==> src/sv/srl_pkg.sv <==
`timescale 1ns / 1ps
// ----------------------------------------------------------------------------
// S-record S1 loader package
// Shared types and codes for the character front, token queue and parser.
// ----------------------------------------------------------------------------
package srl_pkg;

   localparam int QUEUE_DEPTH = 4;

   localparam logic [7:0] CHAR_NL  = 8'h0A;
   localparam logic [7:0] CHAR_CR  = 8'h0D;
   localparam logic [7:0] CHAR_S   = 8'h53;
   localparam logic [7:0] CHAR_ONE = 8'h31;

   localparam logic [7:0] MIN_COUNT = 8'd3;

   localparam logic [1:0] KIND_WRITE     = 2'd0;
   localparam logic [1:0] KIND_GOOD      = 2'd1;
   localparam logic [1:0] KIND_CSUM_ERR  = 2'd2;
   localparam logic [1:0] KIND_MALFORMED = 2'd3;

   // one classified character
   typedef struct packed {
      logic       is_nl;
      logic       is_s;
      logic       is_one;
      logic       is_hex;
      logic [3:0] nibble;
   } token_type;

endpackage

==> src/sv/srl_front.sv <==
`timescale 1ns / 1ps
// ----------------------------------------------------------------------------
// S-record front end
// Accepts characters, drops carriage returns and classifies the rest.
// ----------------------------------------------------------------------------
module srl_front (
   input  logic              req_push,
   input  logic [7:0]        req_text_char,
   output logic              req_full,
   input  logic              q_full,
   output logic              q_push,
   output srl_pkg::token_type q_token
);

   logic       is_cr;
   logic       hex_ok;
   logic [3:0] hex_val;

   always_comb begin
      hex_ok  = 1'b1;
      hex_val = 4'd0;
      if (req_text_char >= 8'h30 && req_text_char <= 8'h39) begin
         hex_val = 4'(req_text_char - 8'h30);
      end else if (req_text_char >= 8'h41 && req_text_char <= 8'h46) begin
         hex_val = 4'(req_text_char - 8'h37);
      end else if (req_text_char >= 8'h61 && req_text_char <= 8'h66) begin
         hex_val = 4'(req_text_char - 8'h57);
      end else begin
         hex_ok = 1'b0;
      end
   end

   assign is_cr    = (req_text_char == srl_pkg::CHAR_CR);
   assign req_full = q_full;
   assign q_push   = req_push && !q_full && !is_cr;

   assign q_token.is_nl  = (req_text_char == srl_pkg::CHAR_NL);
   assign q_token.is_s   = (req_text_char == srl_pkg::CHAR_S);
   assign q_token.is_one = (req_text_char == srl_pkg::CHAR_ONE);
   assign q_token.is_hex = hex_ok;
   assign q_token.nibble = hex_val;

endmodule

==> src/sv/srl_queue.sv <==
`timescale 1ns / 1ps
// ----------------------------------------------------------------------------
// S-record token queue
// Small register-file FIFO between the front end and the parser.
// ----------------------------------------------------------------------------
module srl_queue #(
   parameter int Depth = srl_pkg::QUEUE_DEPTH,
   parameter int Width = 8
) (
   input  logic             clock,
   input  logic             reset,
   input  logic             push,
   input  logic [Width-1:0] push_data,
   output logic             full,
   input  logic             pop,
   output logic [Width-1:0] pop_data,
   output logic             empty
);

   localparam int AW = (Depth > 1) ? $clog2(Depth) : 1;
   localparam int CW = $clog2(Depth + 1);

   logic [Width-1:0] mem_ff [Depth];
   logic [AW-1:0]    wr_ptr_ff, wr_ptr_in;
   logic [AW-1:0]    rd_ptr_ff, rd_ptr_in;
   logic [CW-1:0]    count_ff, count_in;
   logic             do_push, do_pop;

   assign full     = (count_ff == CW'(Depth));
   assign empty    = (count_ff == '0);
   assign do_push  = push && !full;
   assign do_pop   = pop && !empty;
   assign pop_data = mem_ff[rd_ptr_ff];

   always_comb begin
      wr_ptr_in = wr_ptr_ff;
      rd_ptr_in = rd_ptr_ff;
      count_in  = count_ff;
      if (do_push) begin
         wr_ptr_in = (wr_ptr_ff == AW'(Depth - 1)) ? '0 : wr_ptr_ff + 1'b1;
      end
      if (do_pop) begin
         rd_ptr_in = (rd_ptr_ff == AW'(Depth - 1)) ? '0 : rd_ptr_ff + 1'b1;
      end
      if (do_push && !do_pop) begin
         count_in = count_ff + 1'b1;
      end else if (do_pop && !do_push) begin
         count_in = count_ff - 1'b1;
      end
   end

   always_ff @(posedge clock) begin
      if (reset) begin
         wr_ptr_ff <= '0;
         rd_ptr_ff <= '0;
         count_ff  <= '0;
      end else begin
         wr_ptr_ff <= wr_ptr_in;
         rd_ptr_ff <= rd_ptr_in;
         count_ff  <= count_in;
      end
   end

   always_ff @(posedge clock) begin
      if (do_push) begin
         mem_ff[wr_ptr_ff] <= push_data;
      end
   end

endmodule

==> src/sv/srl_back.sv <==
`timescale 1ns / 1ps
// ----------------------------------------------------------------------------
// S-record parser
// Record state machine over classified characters, with a result register.
// ----------------------------------------------------------------------------
module srl_back (
   input  logic               clock,
   input  logic               reset,
   input  logic               tok_valid,
   input  srl_pkg::token_type tok,
   output logic               tok_pop,
   input  logic               rsp_pop,
   output logic               rsp_empty,
   output logic [1:0]         rsp_result_kind,
   output logic [15:0]        rsp_write_address,
   output logic [7:0]         rsp_write_data
);

   localparam logic [2:0] PH_LINE_START = 3'd0;
   localparam logic [2:0] PH_TYPE       = 3'd1;
   localparam logic [2:0] PH_COUNT      = 3'd2;
   localparam logic [2:0] PH_ADDR       = 3'd3;
   localparam logic [2:0] PH_DATA       = 3'd4;
   localparam logic [2:0] PH_CHECK      = 3'd5;
   localparam logic [2:0] PH_SKIP       = 3'd6;

   logic [2:0]  phase_ff, phase_in;
   logic        pend_ff, pend_in;
   logic [3:0]  hi_ff, hi_in;
   logic        idx_ff, idx_in;
   logic [7:0]  left_ff, left_in;
   logic [15:0] addr_ff, addr_in;
   logic [7:0]  sum_ff, sum_in;
   logic        out_valid_ff, out_valid_in;
   logic [1:0]  out_kind_ff, out_kind_in;
   logic [15:0] out_addr_ff, out_addr_in;
   logic [7:0]  out_data_ff, out_data_in;

   logic        take;
   logic        emit;
   logic [1:0]  e_kind;
   logic [15:0] e_addr;
   logic [7:0]  e_data;
   logic [7:0]  byte_val;
   logic [7:0]  left_dec;

   assign take     = tok_valid && (!out_valid_ff || rsp_pop);
   assign tok_pop  = take;
   assign byte_val = {hi_ff, tok.nibble};
   assign left_dec = left_ff - 8'd1;

   always_comb begin
      phase_in = phase_ff;
      pend_in  = pend_ff;
      hi_in    = hi_ff;
      idx_in   = idx_ff;
      left_in  = left_ff;
      addr_in  = addr_ff;
      sum_in   = sum_ff;
      emit     = 1'b0;
      e_kind   = srl_pkg::KIND_WRITE;
      e_addr   = 16'd0;
      e_data   = 8'd0;
      if (take) begin
         unique case (phase_ff)
            PH_LINE_START: begin
               if (!tok.is_nl) begin
                  phase_in = tok.is_s ? PH_TYPE : PH_SKIP;
               end
            end
            PH_TYPE: begin
               if (tok.is_nl) begin
                  phase_in = PH_LINE_START;
               end else if (tok.is_one) begin
                  phase_in = PH_COUNT;
                  pend_in  = 1'b0;
                  hi_in    = 4'd0;
                  idx_in   = 1'b0;
               end else begin
                  phase_in = PH_SKIP;
               end
            end
            PH_COUNT, PH_ADDR, PH_DATA, PH_CHECK: begin
               if (!tok.is_hex) begin
                  pend_in  = 1'b0;
                  phase_in = tok.is_nl ? PH_LINE_START : PH_SKIP;
                  emit     = 1'b1;
                  e_kind   = srl_pkg::KIND_MALFORMED;
               end else if (!pend_ff) begin
                  hi_in   = tok.nibble;
                  pend_in = 1'b1;
               end else begin
                  pend_in = 1'b0;
                  unique case (phase_ff)
                     PH_COUNT: begin
                        if (byte_val < srl_pkg::MIN_COUNT) begin
                           phase_in = PH_SKIP;
                           emit     = 1'b1;
                           e_kind   = srl_pkg::KIND_MALFORMED;
                        end else begin
                           sum_in   = byte_val;
                           left_in  = byte_val - srl_pkg::MIN_COUNT;
                           idx_in   = 1'b0;
                           phase_in = PH_ADDR;
                        end
                     end
                     PH_ADDR: begin
                        sum_in = sum_ff + byte_val;
                        if (!idx_ff) begin
                           addr_in = {byte_val, 8'h00};
                           idx_in  = 1'b1;
                        end else begin
                           addr_in  = {addr_ff[15:8], byte_val};
                           idx_in   = 1'b0;
                           phase_in = (left_ff != 8'd0) ? PH_DATA : PH_CHECK;
                        end
                     end
                     PH_DATA: begin
                        sum_in  = sum_ff + byte_val;
                        addr_in = addr_ff + 16'd1;
                        left_in = left_dec;
                        if (left_dec == 8'd0) begin
                           phase_in = PH_CHECK;
                        end
                        emit   = 1'b1;
                        e_kind = srl_pkg::KIND_WRITE;
                        e_addr = addr_ff;
                        e_data = byte_val;
                     end
                     default: begin
                        phase_in = PH_SKIP;
                        emit     = 1'b1;
                        e_kind   = (~sum_ff == byte_val) ? srl_pkg::KIND_GOOD
                                                         : srl_pkg::KIND_CSUM_ERR;
                     end
                  endcase
               end
            end
            default: begin
               if (tok.is_nl) begin
                  phase_in = PH_LINE_START;
               end
            end
         endcase
      end
   end

   always_comb begin
      out_valid_in = out_valid_ff && !rsp_pop;
      out_kind_in  = out_kind_ff;
      out_addr_in  = out_addr_ff;
      out_data_in  = out_data_ff;
      if (emit) begin
         out_valid_in = 1'b1;
         out_kind_in  = e_kind;
         out_addr_in  = e_addr;
         out_data_in  = e_data;
      end
   end

   always_ff @(posedge clock) begin
      if (reset) begin
         phase_ff     <= PH_LINE_START;
         pend_ff      <= 1'b0;
         hi_ff        <= 4'd0;
         idx_ff       <= 1'b0;
         left_ff      <= 8'd0;
         addr_ff      <= 16'd0;
         sum_ff       <= 8'd0;
         out_valid_ff <= 1'b0;
      end else begin
         phase_ff     <= phase_in;
         pend_ff      <= pend_in;
         hi_ff        <= hi_in;
         idx_ff       <= idx_in;
         left_ff      <= left_in;
         addr_ff      <= addr_in;
         sum_ff       <= sum_in;
         out_valid_ff <= out_valid_in;
      end
   end

   always_ff @(posedge clock) begin
      out_kind_ff <= out_kind_in;
      out_addr_ff <= out_addr_in;
      out_data_ff <= out_data_in;
   end

   assign rsp_empty         = !out_valid_ff;
   assign rsp_result_kind   = out_kind_ff;
   assign rsp_write_address = out_addr_ff;
   assign rsp_write_data    = out_data_ff;

endmodule

==> src/sv/srecord_s1_loader.sv <==
`timescale 1ns / 1ps
// ----------------------------------------------------------------------------
// S-record S1 loader
// Decodes S1 records from a character stream into memory-write words.
// ----------------------------------------------------------------------------
// Input: one ASCII character per word on req_text_char, taken when req_push
// is high and req_full is low. Output: queue-style; a word waits on the
// rsp_ ports while rsp_empty is low and leaves on rsp_pop.
// Each data byte of an S1 line gives a write word (kind 0); the checksum
// byte gives a good or checksum-error word; a bad digit or short count
// gives a malformed word. Other characters give no word.
// The front end classifies a character in the cycle it is taken and pushes
// it into a token queue of QueueDepth entries; the parser takes one token a
// cycle while the result register is empty or being popped, and loads the
// result register, so a result passes through the queue and then the result
// register. Sustained rate is one character per cycle while rsp_pop keeps
// up, set by the single-token parser step. Reset empties the queue and
// result register and returns to line start. While rsp_pop is held low the
// parser stops once a word waits in the result register, the queue fills and
// req_full rises after at most QueueDepth more characters other than carriage returns.
// ----------------------------------------------------------------------------
module srecord_s1_loader #(
   parameter int QueueDepth = srl_pkg::QUEUE_DEPTH
) (
   input  logic        clock,
   input  logic        reset,
   input  logic        req_push,
   input  logic [7:0]  req_text_char,
   output logic        req_full,
   input  logic        rsp_pop,
   output logic        rsp_empty,
   output logic [1:0]  rsp_result_kind,
   output logic [15:0] rsp_write_address,
   output logic [7:0]  rsp_write_data
);

   localparam int TokW = $bits(srl_pkg::token_type);

   srl_pkg::token_type push_tok;
   srl_pkg::token_type pop_tok;
   logic               q_push;
   logic               q_full;
   logic               q_empty;
   logic               tok_valid;
   logic               tok_pop;

   srl_front u_front (
      .req_push      (req_push),
      .req_text_char (req_text_char),
      .req_full      (req_full),
      .q_full        (q_full),
      .q_push        (q_push),
      .q_token       (push_tok)
   );

   srl_queue #(
      .Depth (QueueDepth),
      .Width (TokW)
   ) u_queue (
      .clock     (clock),
      .reset     (reset),
      .push      (q_push),
      .push_data (push_tok),
      .full      (q_full),
      .pop       (tok_pop),
      .pop_data  (pop_tok),
      .empty     (q_empty)
   );

   assign tok_valid = !q_empty;

   srl_back u_back (
      .clock             (clock),
      .reset             (reset),
      .tok_valid         (tok_valid),
      .tok               (pop_tok),
      .tok_pop           (tok_pop),
      .rsp_pop           (rsp_pop),
      .rsp_empty         (rsp_empty),
      .rsp_result_kind   (rsp_result_kind),
      .rsp_write_address (rsp_write_address),
      .rsp_write_data    (rsp_write_data)
   );

   a_reset_empty: assert property (@(posedge clock) reset |=> rsp_empty)
      else $error("result word present after reset");

   a_tok_held: assert property (@(posedge clock) disable iff (reset)
      (tok_valid && !tok_pop) |=> tok_valid)
      else $error("token lost while parser stalled");

   a_status_clean: assert property (@(posedge clock) disable iff (reset)
      (!rsp_empty && rsp_result_kind != srl_pkg::KIND_WRITE)
         |-> (rsp_write_address == 16'd0 && rsp_write_data == 8'd0))
      else $error("status word carries write payload");

endmodule

==> config.mk <==
export PLATFORM = sky130hd
export DESIGN_NAME = srecord_s1_loader
export DESIGN_NICKNAME = d
export VERILOG_FILES = /design/src/sv/srl_pkg.sv /design/src/sv/srl_front.sv /design/src/sv/srl_queue.sv /design/src/sv/srl_back.sv /design/src/sv/srecord_s1_loader.sv
export SDC_FILE = /design/constraint.sdc
export NUM_CORES = 1
export LEC_CHECK = 0
export ABC_AREA = 1
export BUFFER_PORTS_ARGS = -buffer_cell sky130_fd_sc_hd__buf_4
export CAP_MARGIN = 20
export CORE_ASPECT_RATIO = 0.6
export CORE_MARGIN = 4
export CORE_UTILIZATION = 37
export DETAILED_ROUTE_END_ITERATION = 16
export MAX_ROUTING_LAYER = met4
export PLACE_DENSITY = 0.55
export SYNTH_ARGS = -nofsm -noshare
export SYNTH_HDL_FRONTEND = slang
export SYNTH_SLANG_ARGS = --single-unit
==> constraint.sdc <==
create_clock -name clock -period 5.5 [get_ports clock]
set_input_delay 1.1 -clock clock [delete_from_list [all_inputs] [get_ports clock]]
set_output_delay 1.1 -clock clock [all_outputs]
set_load 0.01 [all_outputs]
Word-level counts from Yosys, hierarchy flattened
Memory sizes are Yosys's and may differ from the RTL's. A register that Yosys moved wholly into a read port is not among the register bits.
Cells that the tools add are included.
{ "word_totals": {"reg_bits": 75, "ram_bits": 32, "output_inout_bits": 28, "elab_cells": 164, "mem_count": 1} }
{ "memory_table": {"columns": ["name", "words", "word_bits", "rd", "rd_clocked_by_memory_dff", "write_ports", "line_no", "source"], "rows": [
  ["u_queue.mem_ff", 4, 8, 1, 1, 1, "srl_queue.sv:23", "logic [Width-1:0] mem_ff [Depth];"]
]} }
{ "op_classes": {"addsub": 11, "magnitude_cmp": 7, "n_eq_ne": 26, "mux": 62, "bitwise": 1, "reduce_logical": 41} }
{ "op_table": {"columns": ["operator", "count"], "rows": [
  ["$mux 3", 13],
  ["$pmux 16 s2", 1],
  ["$pmux 8 s2", 2],
  ["$reduce_and 6->1", 5],
  ["$mux 4", 7],
  ["$mux 1", 20],
  ["$pmux 3 s3", 2],
  ["$add 16x1->16 const B", 1],
  ["$eq 8x4->1 const B", 2],
  ["$ge 8x7->1 const B", 2],
  ["$le 8x7->1 const B", 2],
  ["$mux 16", 1],
  ["$mux 2", 8],
  ["$mux 8", 2],
  ["$ne 2x2->1 const B", 6],
  ["$logic_and 1x1->1", 11],
  ["$reduce_and 5->1", 2],
  ["$reduce_bool 2->1", 5],
  ["$eq 3x3->1 const B", 3],
  ["$add 8x8->8", 1],
  ["$eq 8x6->1 const B", 1],
  ["$eq 8x7->1 const B", 1],
  ["$eq 8x8->1", 1],
  ["$ge 8x6->1 const B", 1],
  ["31 further kinds", 48]
]} }

Longest topological paths before layout
{ "logic_depth": {"word_depth": 9, "ltp_mapped": 18, "mapped_depth_nobuf": 16} }

Cells and area by module
Synthesis repeated with hierarchy kept, for this count alone.
{ "hier_totals": {"hier_cells": 766, "hier_area_um2": 6184.7} }
{ "modules_own_cells": {"columns": ["module", "instances", "cells_per_inst", "area_each_um2", "seq_area_each_um2"], "rows": [
  ["srl_back", 1, 570, 4219.0, 1621.6],
  ["srl_queue", 1, 147, 1696.6, 1141.1],
  ["srl_front", 1, 48, 265.3, 0.0],
  ["srecord_s1_loader", 1, 1, 3.8, 0.0]
]} }

Worst setup path before layout
Ideal clock, no wire load.
{ "synth_timing": {"path_type": "in2reg", "start": "input rsp_pop", "end": "register u_back.out_kind_ff[0] (netlist: u_back.rsp_result_kind[0]), enable pin", "setup_time_ns": 0.445, "arrival_time_ns": 3.305, "required_time_ns": 5.055, "path_slack_ns": 1.749, "stages": 4, "path_buffers": 0, "cell_sequence": "nor2_1 -> a21oi_4 -> inv_2 -> o21ai_0"} }
{ "synth_via": {"elab_chain_cells": 3} }
{ "synth_lines": {"columns": ["element", "line_no", "source"], "rows": [
  ["start, declared", "srecord_s1_loader.sv:30", "input logic rsp_pop,"],
  ["$logic_or 1x1->1", "srl_back.sv:47", "assign take = tok_valid && (!out_valid_ff || rsp_pop);"],
  ["$logic_and 1x1->1", "srl_back.sv:47", null],
  ["$mux 1", "srl_back.sv:64", "if (take) begin"],
  ["net u_back.emit", "srl_back.sv:40", "logic emit;"],
  ["end signal, assigned", "srl_back.sv:184", "out_kind_ff <= out_kind_in;"],
  ["end, declared", "srl_back.sv:35", "logic [1:0] out_kind_ff, out_kind_in;"]
]} }
The timed path passes the listed nets, and every way through them passes these cells.
A chain may end at the register's enable or synchronous reset.

==> flow_summary.yaml <==
run_status:
  status: "finished clean"
route:
  vias: 5283
  routed_wl_um: 16200
  avgViaCountPerCell: 5.25
  drt_iter0_markers: 524
  drc_errors: 0
  avgRoutedWirePerCell_um: 16.1
  ant_nets: 0
  drt-pass1-iter-count: 7
min_path:
  hp-class: "reg2reg"
sta:
  period_minus_slack_ps: 3200
  skew_ps: 8.44
  period_share: 0.581
  fmax_mhz: 313
  worstMarginPinSlew_ps: 910
  hold_viol: 0
  fin_tns_setup_ps: 0
  setup_violations: 0
  rsz0062_at_grt: "no"
  slew_violations: 0
  maxSlewHeadroom: 0.388
global_routing:
  gr-usage-met3: 0.0380
  grt.busiest_layer: "met1"
  grt_pass1_vias: 4773
  antenna_found_initial: 0
  grtUsageTotal: 0.184
  met2_usage: 0.224
  met1_usage: 0.301
  grt_max_degree: 34
  grt_pass1_wl_um: 25600
  overflow: 0
synth:
  synth_seq_area_share: 0.461
  async_flop_share: 0
  synthTopCellsByArea: "edfxtp_1 29%, dfxtp_1 17%, nand2_1 11%"
  yosysTopAreaCellShare: 0.290
  synth_mux_area_frac: 0
  synth.largest_area_cell: "edfxtp_1"
  yosys_register_bits: 109
  syn_nets: 796
  syn_area_um2: 6000
  synth_top_family_by_area: "simple AND/OR/NAND/NOR gates"
  synth-edff-count: 58
  synth-xor-area-share: 0.0161
  syn_avg_cell_area_um2: 7.88
  synthAdderAreaFrac: 0.0505
  synthSimpleGateAreaFrac: 0.280
  ys_warn_count: 0
  ys.flop_type: "edfxtp_1"
  syn_inst: 761
  synth_cell_types: 45
  synth_compound_area_frac: 0.127
power:
  peakVddDrop_uv: 178
  p_sw_uw: 1140
  clock_power_share: 0.230
  intPower_uw: 1680
  pwr-share-comb: 0.391
  power_density_nw_per_um2: 414
  leakagePower_uw: 0.00273
  power_frac_seq: 0.379
  p_total_uw: 2820
  switching_share: 0.403
floorplanning:
  start_util: 0.385
  die_h_um: 107
  io_pins: 40
  die_w_um: 172
  die-area_um2: 18400
  rows: 35
  core_um2: 15600
setup_path:
  critPathMaxFanout: 26
  path_cells: "inv_4, nand2_1, nand3_1, nand2_1, inv_1, ha_1, inv_1, nand4_1, nand2_1, nand4_1, o21ai_2, buf_4"
  crit_required_ps: 5510
  arrival_ps: 3210
  crit_top_cell: "nand2_1"
  critPathBufInv: 4
  end_kind: "flop"
  max_stage_delay_ps: 710
  criticalPathCategory: "reg2reg"
  critPathTopFamily: "simple AND/OR/NAND/NOR gates"
  critPathLaunchType: "flop"
  slowest_stage: "dfxtp_1"
clock_network:
  clk_path_buf_depth: 2
  path_clk_slew_ps: 70
  root_buffer: "clkbuf_16"
  cts-resized-gates: 0
  tritoncts: "done"
  h-tree-depth: 3
  numCtsBuffers: 9
  clock_latency_ps: 350
  cts.sinks: 109
  postCtsSetupBuffers: 0
  holdBufCountCts: 0
final_layout:
  layout-area-overhead-vs-synth_pct: 13.5
  drive_above_1_share: 0.115
  n_fill_cell: 1568
  n_antenna_cell: 0
  finalNetCount: 833
placement:
  place.port_buffers: 39
  dp_hpwl_um: 12200
  globalplace.congestion: 0.926
flow_run:
  cap_violations: 0
[worst paths after layout]
kind	start	endpoint	slack (ps)	cells after the start
min reg2reg	u_back.sum_ff[4]$_SDFFE_PP0P_	u_back.sum_ff[4]$_SDFFE_PP0P_	480	2
min	u_back.sum_ff[4]$_SDFFE_PP0P_	u_back.sum_ff[4]$_SDFFE_PP0P_	480	2
max	flop	u_back.rsp_result_kind[0]$_SDFFCE_PN0P_	2300	12
max reg2reg	flop	u_back.rsp_result_kind[0]$_SDFFCE_PN0P_	2300	12
[per-stage QoR]
stage / worst slack, ps / util / instance area (um^2) / hold WS [ps] / cells
after detailed placement: 2200 / 0.416 / 6480 / 464 / 989
after global routing: 1970 / 0.437 / 6810 / 495 / 1006
after global placement: 2270 / 0.416 / 6480 / 465 / 989
after floorplan: 1750 / - / 6000 / 449 / 761
final: 2300 / 0.437 / 6810 / 481 / 1006
after CTS: 2330 / 0.435 / 6780 / 487 / 1005
[power groups by stage]
stage | logic (uW) | clock network [uW] | registers, uW
finish | 1100 | 649 | 1070
global route | 1220 | 696 | 1080
floorplan | 735 | 0 | 1080
global placement | 1070 | 0 | 1080
detailed placement | 1080 | 0 | 1090
CTS | 1080 | 659 | 1070
[per-layer routing]
| metal | vias to the layer above | wire length, um | share of wire |
|---|---|---|---|
| met3 | 14 | 1330 | 0.082 |
| met5 | - | 0 | 0 |
| met4 | 0 | 161 | 0.010 |
| met2 | 197 | 6090 | 0.38 |
| li1 | 2613 | - | - |
| met1 | 2459 | 8580 | 0.53 |
[logic make-up (layout without fill, tap and decap cells)]
family / Yosys count / count (layout)
compound gates: 138 / 138
xor+xnor: 11 / 11
fa+ha+maj: 23 / 23
buf+inv: 99 / 141
flops: 109 / 109
simple gates: 381 / 381
[cell usage in the layout (no fill, tap or decap), types with 5 or more instances in the layout]
cell type and n:
o21ai_0 48, clkbuf_16 9, nand2_1 168, nand4_1 10
dfxtp_1 51, xor2_1 8, inv_2 9, edfxtp_1 58
a21oi_1 52, o21ai_1 14, nor3_1 11, nor2_1 116
nand3_1 50, o22ai_1 5, inv_1 72, buf_4 40
ha_1 21
[cells in the mapped netlist (8+ instances only)]
| master | number |
|---|---|
| nand2_1 | 168 |
| nor2_1 | 116 |
| inv_1 | 72 |
| edfxtp_1 | 58 |
| a21oi_1 | 52 |
| dfxtp_1 | 51 |
| nand3_1 | 50 |
| o21ai_0 | 49 |
| ha_1 | 21 |
| o21ai_1 | 14 |
| nor3_1 | 11 |
| clkbuf_1 | 10 |
| nand4_1 | 10 |
| inv_2 | 9 |
| xor2_1 | 8 |
[area by class of cell]
| cell class | count | area [um^2] | share of cell area |
|---|---|---|---|
| Clock inverter | 6 | 65.1 | 0.00956 |
| Clock buffer | 10 | 229 | 0.0336 |
| Tap cell | 203 | 254 | 0.0373 |
| Multi-Input combinational cell | 553 | 2850 | 0.418 |
| Sequential cell | 109 | 2760 | 0.406 |
| Timing Repair Buffer | 41 | 328 | 0.0482 |
| Inverter | 84 | 322 | 0.0472 |
[registers in the layout (all words and copies together) (netlist names), named ones only]
register	cells
u_queue.mem_ff	32
u_back.addr_ff	16
u_back.rsp_write_address	16
u_back.left_ff	8
u_back.rsp_write_data	8
u_back.sum_ff	8
u_back.hi_ff	4
u_back.phase_ff	3
u_queue.count_ff	3
u_back.rsp_result_kind	2
u_queue.rd_ptr_ff	2
u_queue.wr_ptr_ff	2
u_back.idx_ff	1
u_back.out_valid_ff	1
u_back.pend_ff	1
[worst min-delay path, cell delays in order, from the launching register on]
cell and delay [ps]:
dfxtp_1 320, nand2_1 60, a21oi_1 60
No activity file was read; power rests on OpenSTA's default activity.
